**src/hdl/dsrs_pkg.sv**
```systemverilog
// shared types and constants for the disjoint sparse table range sum block
`default_nettype none

package dsrs_pkg;

  localparam int VAL_W = 32;
  localparam int IDX_W = 10;
  localparam int H_W   = $clog2(IDX_W);

  localparam int DEF_MAX_ELEMENTS = 1024;
  localparam int DEF_LEVELS       = 10;

  localparam logic OP_LOAD  = 1'b0;
  localparam logic OP_QUERY = 1'b1;

  // controller to datapath
  typedef struct packed {
    logic load_wr;
    logic q_issue;
    logic q_err;
    logic b_issue;
    logic b_first;
    logic b_zero;
  } dsrs_cmd_t;

  // datapath to controller
  typedef struct packed {
    logic q_room;
    logic q1_valid;
  } dsrs_sts_t;

endpackage

`default_nettype wire

```
**src/hdl/dsrs_ctrl.sv**
```systemverilog
// controller: request decode, element count, build sequencer
`default_nettype none

module dsrs_ctrl #(
  parameter int MAX_ELEMENTS = dsrs_pkg::DEF_MAX_ELEMENTS,
  parameter int LEVELS       = dsrs_pkg::DEF_LEVELS
) (
  input  logic                          clk,
  input  logic                          rst_n,
  input  logic                          in_valid,
  output logic                          in_ready,
  input  logic                          in_op,
  input  logic                          in_last,
  input  logic [dsrs_pkg::IDX_W-1:0]    in_left,
  input  logic [dsrs_pkg::IDX_W-1:0]    in_right,
  input  dsrs_pkg::dsrs_sts_t           sts,
  output dsrs_pkg::dsrs_cmd_t           cmd,
  output logic [$clog2(MAX_ELEMENTS)-1:0] ld_pos,
  output logic [$clog2(MAX_ELEMENTS)-1:0] b_pos,
  output logic [((LEVELS > 1) ? $clog2(LEVELS) : 1)-1:0] b_lvl
);

  localparam int PW    = $clog2(MAX_ELEMENTS);
  localparam int NW    = PW + 1;
  localparam int CW    = $clog2(MAX_ELEMENTS + 1);
  localparam int LVL_W = (LEVELS > 1) ? $clog2(LEVELS) : 1;
  localparam int LE_W  = $clog2(PW + LEVELS + 1);
  localparam int CMP_W = (CW > dsrs_pkg::IDX_W) ? CW : dsrs_pkg::IDX_W;

  typedef enum logic [3:0] {
    ST_IDLE   = 4'b0001,
    ST_BSTART = 4'b0010,
    ST_BUILD  = 4'b0100,
    ST_BDRAIN = 4'b1000
  } state_t;

  state_t          state_r, state_nxt;
  logic [CW-1:0]   count_r, count_nxt, count_base;
  logic            built_r, built_nxt;
  logic [LE_W-1:0] lvl_r, lvl_nxt, lvl_end_r, lvl_end_nxt, lg;
  logic [NW-1:0]   half_r, half_nxt, n_r, n_nxt, base_r, base_nxt;
  logic [NW-1:0]   base_step, pos_full;
  logic [PW-1:0]   off_r, off_nxt;
  logic            side_r, side_nxt;
  logic            accept, room, half_done;

  assign in_ready   = (state_r == ST_IDLE) && sts.q_room;
  assign accept     = in_valid && in_ready;
  assign count_base = built_r ? '0 : count_r;
  assign room       = count_base < CW'(MAX_ELEMENTS);
  assign ld_pos     = PW'(count_base);

  // ceil(log2(count))
  always_comb begin
    lg = '0;
    for (int k = 0; k < PW; k++) begin
      if (32'(count_r) > (32'd1 << k)) lg = LE_W'(k + 1);
    end
  end

  // right half runs up from the middle, left half runs down from it
  assign pos_full  = side_r ? (base_r + half_r - NW'(1) - NW'(off_r))
                            : (base_r + half_r + NW'(off_r));
  assign b_pos     = pos_full[PW-1:0];
  assign b_lvl     = LVL_W'(lvl_r);
  assign half_done = (NW'(off_r) == (half_r - NW'(1)));
  assign base_step = base_r + (half_r << 1);

  always_comb begin
    state_nxt   = state_r;
    count_nxt   = count_r;
    built_nxt   = built_r;
    lvl_nxt     = lvl_r;
    lvl_end_nxt = lvl_end_r;
    half_nxt    = half_r;
    n_nxt       = n_r;
    base_nxt    = base_r;
    off_nxt     = off_r;
    side_nxt    = side_r;
    cmd         = '0;
    case (state_r)
      ST_IDLE: begin
        if (accept) begin
          if (in_op == dsrs_pkg::OP_LOAD) begin
            built_nxt   = 1'b0;
            count_nxt   = count_base + CW'(room);
            cmd.load_wr = room;
            if (in_last) state_nxt = ST_BSTART;
          end else begin
            cmd.q_issue = 1'b1;
            cmd.q_err   = !built_r || (in_left > in_right) ||
                          (CMP_W'(in_right) >= CMP_W'(count_r));
          end
        end
      end
      ST_BSTART: begin
        lvl_end_nxt = (lg < LE_W'(LEVELS)) ? lg : LE_W'(LEVELS);
        n_nxt       = NW'(1) << lg;
        lvl_nxt     = LE_W'(1);
        half_nxt    = NW'(2);
        base_nxt    = '0;
        off_nxt     = '0;
        side_nxt    = 1'b0;
        state_nxt   = (lvl_end_nxt > LE_W'(1)) ? ST_BUILD : ST_BDRAIN;
      end
      ST_BUILD: begin
        if (!sts.q1_valid) begin
          cmd.b_issue = 1'b1;
          cmd.b_first = (off_r == '0);
          cmd.b_zero  = (pos_full >= NW'(count_r));
          if (!half_done) begin
            off_nxt = off_r + PW'(1);
          end else begin
            off_nxt = '0;
            if (!side_r) begin
              side_nxt = 1'b1;
            end else begin
              side_nxt = 1'b0;
              if (base_step >= n_r) begin
                base_nxt = '0;
                lvl_nxt  = lvl_r + LE_W'(1);
                half_nxt = half_r << 1;
                if ((lvl_r + LE_W'(1)) >= lvl_end_r) state_nxt = ST_BDRAIN;
              end else begin
                base_nxt = base_step;
              end
            end
          end
        end
      end
      ST_BDRAIN: begin
        built_nxt = 1'b1;
        state_nxt = ST_IDLE;
      end
      default: begin
        state_nxt = ST_IDLE;
      end
    endcase
  end

  always_ff @(posedge clk) begin
    if (!rst_n) begin
      state_r <= ST_IDLE;
      count_r <= '0;
      built_r <= 1'b0;
    end else begin
      state_r <= state_nxt;
      count_r <= count_nxt;
      built_r <= built_nxt;
    end
  end

  always_ff @(posedge clk) begin
    lvl_r     <= lvl_nxt;
    lvl_end_r <= lvl_end_nxt;
    half_r    <= half_nxt;
    n_r       <= n_nxt;
    base_r    <= base_nxt;
    off_r     <= off_nxt;
    side_r    <= side_nxt;
  end

endmodule

`default_nettype wire

```
**config.mk**
```make
export PLATFORM = sky130hd
export DESIGN_NAME = dsrs_ctrl
export DESIGN_NICKNAME = d
export VERILOG_FILES = /design/src/hdl/dsrs_pkg.sv /design/src/hdl/dsrs_ctrl.sv
export SDC_FILE = /design/constraint.sdc
export NUM_CORES = 1
export LEC_CHECK = 0
export ABC_AREA = 1
export BUFFER_PORTS_ARGS = -buffer_cell sky130_fd_sc_hd__buf_2
export CAP_MARGIN = 15
export CELL_PAD_IN_SITES_DETAIL_PLACEMENT = 2
export CELL_PAD_IN_SITES_GLOBAL_PLACEMENT = 2
export CORE_MARGIN = 3
export CORE_UTILIZATION = 39
export DETAILED_ROUTE_END_ITERATION = 10
export PLACE_DENSITY_LB_ADDON = 0.12
export SLEW_MARGIN = 20
export SYNTH_ARGS = -nofsm -noshare
export SYNTH_HDL_FRONTEND = slang
export SYNTH_SLANG_ARGS = --single-unit
```
**constraint.sdc**
```tcl
create_clock -name clk -period 13.75 [get_ports clk]
set_input_delay 2.75 -clock clk [delete_from_list [all_inputs] [get_ports clk]]
set_output_delay 2.75 -clock clk [all_outputs]
set_load 0.005 [all_outputs]
```
Word level (Yosys, flattened, before mapping)
Index checks and enable logic that the tools add are counted.

word-level totals
  bits in registers = 70
  input bits = 27
  output and inout port bits = 31
  word-level logic and storage cells = 121

cells by class
  order comparisons = 18
  bitwise gates (word level) = 1
  add/sub/neg operators = 9
  muxes and demuxes = 54
  shift operators = 1
  reduce and logical (&&, ||, !) cells = 15
  equal/unequal tests = 13

operators by type and width
  operator                 number
  $mux W11                 10
  $mux W5                  12
  $pmux W11 S2             2
  $mux W4                  9
  $add A11 B11 Y11         2
  $ge A11 B11 Y1           2
  $sub A11 B1 Y11 const B  2
  $mux W10                 2
  $pmux W10 S2             1
  $ne A2 B2 Y1 const B     8
  $mux W3                  4
  $pmux W4 S3              1
  $add A11 B1 Y11          1
  $add A11 B10 Y11         1
  $eq A10 B11 Y1           1
  $ge A10 B11 Y1           1
  $gt A11 B1 Y1 const B    1
  $gt A11 B10 Y1 const B   1
  $gt A11 B2 Y1 const B    1
  $gt A11 B3 Y1 const B    1
  $gt A11 B4 Y1 const B    1
  $gt A11 B5 Y1 const B    1
  $gt A11 B6 Y1 const B    1
  $gt A11 B7 Y1 const B    1
  other kinds (30)         44

Depth between registers and ports, before layout
  depth after elaboration = 16
  depth in mapped cells = 23
  gate-level depth less buffers = 22

Least setup slack after synthesis
No wires, ideal clock.

  kind = input to output
  start point = input port in_right[9] (netlist name)
  end point = output port cmd[3] (netlist name)
  cell stages on the path = 8
  arrival = 3.872 ns
  slack = 7.128 ns
  required time = 11.000 ns
  path buffers = 0
  path through = inv_1 -> ha_1 -> nand4_1 -> nor4_1 -> inv_1 -> o221ai_1 -> nand2_1 -> a21boi_0

RTL lines
  element             RTL line         RTL
  start: declaration  dsrs_ctrl.sv:15  input logic [dsrs_pkg::IDX_W-1:0] in_right,
  end: declaration    dsrs_ctrl.sv:17  output dsrs_pkg::dsrs_cmd_t cmd,

==> results.md <==
* Distinct cell type count after synthesis at 54
* Cell type with the highest aggregate area in the netlist: edfxtp_1
* Total clock sinks at 67
* Vias per Instance at 5.41
* Area share of the largest cell type after synthesis at 23.7%
* Largest voltage drop on the vdd net at 0.0802 mV
* Worst EP required at 11.00 ns
* Worst skew pair latency at 0.34 ns
* Endpoints failing hold at 0
* Inserted Clock Buffers at 9
* Mapped cell area at 6460 µm²
* Period Utilization, post-route at 56.6%
* Hold-fix buffer count after cts at 0
* H-tree depth reported by CTS at 3
* Ports placed on the boundary at 58
* RSZ-0062 raised after global routing: false
* Gp weighted congestion at 0.887
* Number of instances resized during post-cts repair at 0
* Status: finished clean
* Total of flip-flops plus latches after synthesis at 67
* Share of synthesized flip-flops with an asynchronous set or reset at 0%
* Vertical die dimension at 135 µm
* Class of the most critical hold timing path: flip-flop to flip-flop
* Die span in x at 135 µm
* Number of antenna violations at the first check in global routing at 0
* Number of setup violations in the final report at 0
* Avg WL per Cell at 19.8 µm
* Post-Route Skew at 0.00511 ns
* Start-to-end type of the worst setup path: flip-flop to output port
* Cell count after synthesis at 849
* Row count at 46
* Clk pin slew, worst setup/hold paths at 0.06 ns
* Count of fill cells added during filler insertion at 1848
* DRT antenna net count at 0
* Worst slew margin at 34.5%
* Sequential cell area fraction in the yosys report at 28.7%
* Hold Worst Slack at 0.565 ns
* Synth Area per Inst at 7.61 µm²
* Final wirelength at 22200 µm
* CP startpoint kind: flip-flop
* Total gr overflow at 0
* Post CTS Setup Buffer Count at 0
* Overall global routing resource usage at 25.4%
* Count of port buffers added during placement at 57
* Arrival time of the worst setup path at 5.03 ns
* # DRC at 0
* Slew @ Worst Pin at 0.979 ns
* Fraction of layout cells with a size suffix above 1 at 13.1%
* Clk Tree Root Cell: clkbuf_16
* Multi-input logic area at 3960 µm²
* Starting DRT DRC Count at 253
* Highest Clock Rate at 129 MHz
* Syn Nets at 968
* Number of nets in the layout at 1023
* Endpoint kind of the worst setup timing path: output port
* Core area at 16100 µm²
* Post-synth top flop: edfxtp_1
* Final core utilization at 45.2%
* CTS tree: yes
* Maximum number of pins on one net before global-route repair at 20
* Max-cap violations at 0
* Largest fanout of any net on the critical path at 9
* Global-route wire length before repair at 36400 µm
* Number of global-route vias before repair at 6849
* Number of pins with negative max-slew slack in the final report at 0
* Yosys warns at 0
* Growth of design area from synthesis to finish at 12.4%
* Number of search-and-repair iterations in the first detailed-routing pass at 4
* Reg area at 1850 µm²
* Total negative setup slack at 0 ns
* DIE AREA at 18100 µm²
* Diode count at 0
* Top cells by area, synth: edfxtp_1, ha_1, inv_1
* Initial core utilization at 40.2%
* Maximum buffer depth of the clock tree at 2
* Hpwl dp at 17900 µm
* Static Leak at 0.00350 µW
* Cell area power density at 106 nW/µm²
* Shortest period the worst path allows at 7.78 ns
* Via count at 6085
* Number of synthesized flops with an enable pin at 51
-- synth_stat cells, drive strengths merged, types with 2 or more instances --
cell      n
nor2     95
xnor2     7
a31oi     2
nor4      8
clkbuf    8
xor2     26
nand2   140
o311ai    2
a211oi    4
nor3     30
dfxtp    16
o31ai     4
nor3b     6
ha       88
nand4    14
inv     152
o21ai    42
o21bai    5
o211ai    3
a21oi    64
fa        4
a221oi    2
buf       8
a21boi    3
nand3    56
edfxtp   51
-- path summary, 6_finish.rpt --
kind	start	slack, ns	cells after the start	endpoint
worst min register to register	state_r[3]	0.56	2	built_r
worst max-delay path	half_r[2]	5.97	22	cmd[0]
worst min-delay path	state_r[3]	0.56	2	built_r
worst max register to register	half_r[1]	8.86	20	half_r[10]
-- per-stage QoR --
step	setup WS, ns	instance area, µm²	instances	total power [µW]
5_1_grt	5.62	7260	1125	821
6_report	5.97	7260	1125	770
3_3_place_gp	6.75	6960	1109	516
3_5_place_dp	6.39	6960	1109	535
2_1_floorplan	7.13	6460	849	437
4_1_cts	5.97	7260	1125	774
-- critical path, cell delays in order, from the launching register on --
cell      delay, ns
edfxtp_1       0.46
ha_1           0.24
inv_1          0.08
fa_1           0.42
o21ai_0        0.44
a21oi_1        0.12
o21ai_0        0.22
xor2_1         0.17
inv_1          0.10
ha_1           0.46
inv_1          0.15
nor3_1         0.27
nand3_1        0.12
nand4_1        0.12
nand2_1        0.05
o21ai_0        0.12
xor2_1         0.28
ha_1           0.30
a21oi_1        0.21
nand3b_1       0.11
inv_1          0.07
a21oi_1        0.07
buf_2          0.13
-- layer usage --
| layer | wire length [µm] | GRT usage (%) | vias to the layer above |
|---|---|---|---|
| met1 | 9410 | 29.9 | 3032 |
| met2 | 11900 | 48.8 | 74 |
| met3 | 475 | 3.06 | 28 |
| met4 | 431 | 5.83 | 0 |
| met5 | 0 | 0 | - |
| li1 | - | - | 2951 |
-- where the power goes --
part	total, µW	internal (µW)	switching [µW]	leakage (µW)
clock	236	136	100	0.000146
combinational	293	100	193	0.00276
sequential	240	230	10.7	0.000601
-- logic make-up after synthesis --
kind of cell    after synthesis  synth area share (%)
xor+xnor                     33                  4.48
simple gates                352                  25.6
compound gates              137                  12.7
buf+inv                     168                  10.2
fa+ha+maj                    92                  18.3
flops                        67                  28.7
-- layout by cell type (no fill, tap or decap), types with 26 or more instances in the layout --
cell	instances
inv_1	145
nand2_1	134
ha_1	88
nor2_1	85
a21oi_1	61
buf_2	57
nand3_1	52
edfxtp_1	51
o21ai_0	40
xor2_1	26
-- registers in the layout (all words and copies together) (netlist names) --
name	cells
count_r	11
off_r	10
side_r	1
built_r	1
n_r	11
base_r	10
lvl_r	5
half_r	10
state_r	4
lvl_end_r	4
-- area by class of cell --
cell class | count | share of cell area (%)
inverters | 152 | 7.90
clock buffers | 10 | 3.45
well taps | 216 | 3.72
repair buffers | 60 | 4.24
flip-flops and latches | 67 | 25.5
multi-input cells | 614 | 54.5
clock inverters | 6 | 0.672
Power figures use the tool's default switching activity.
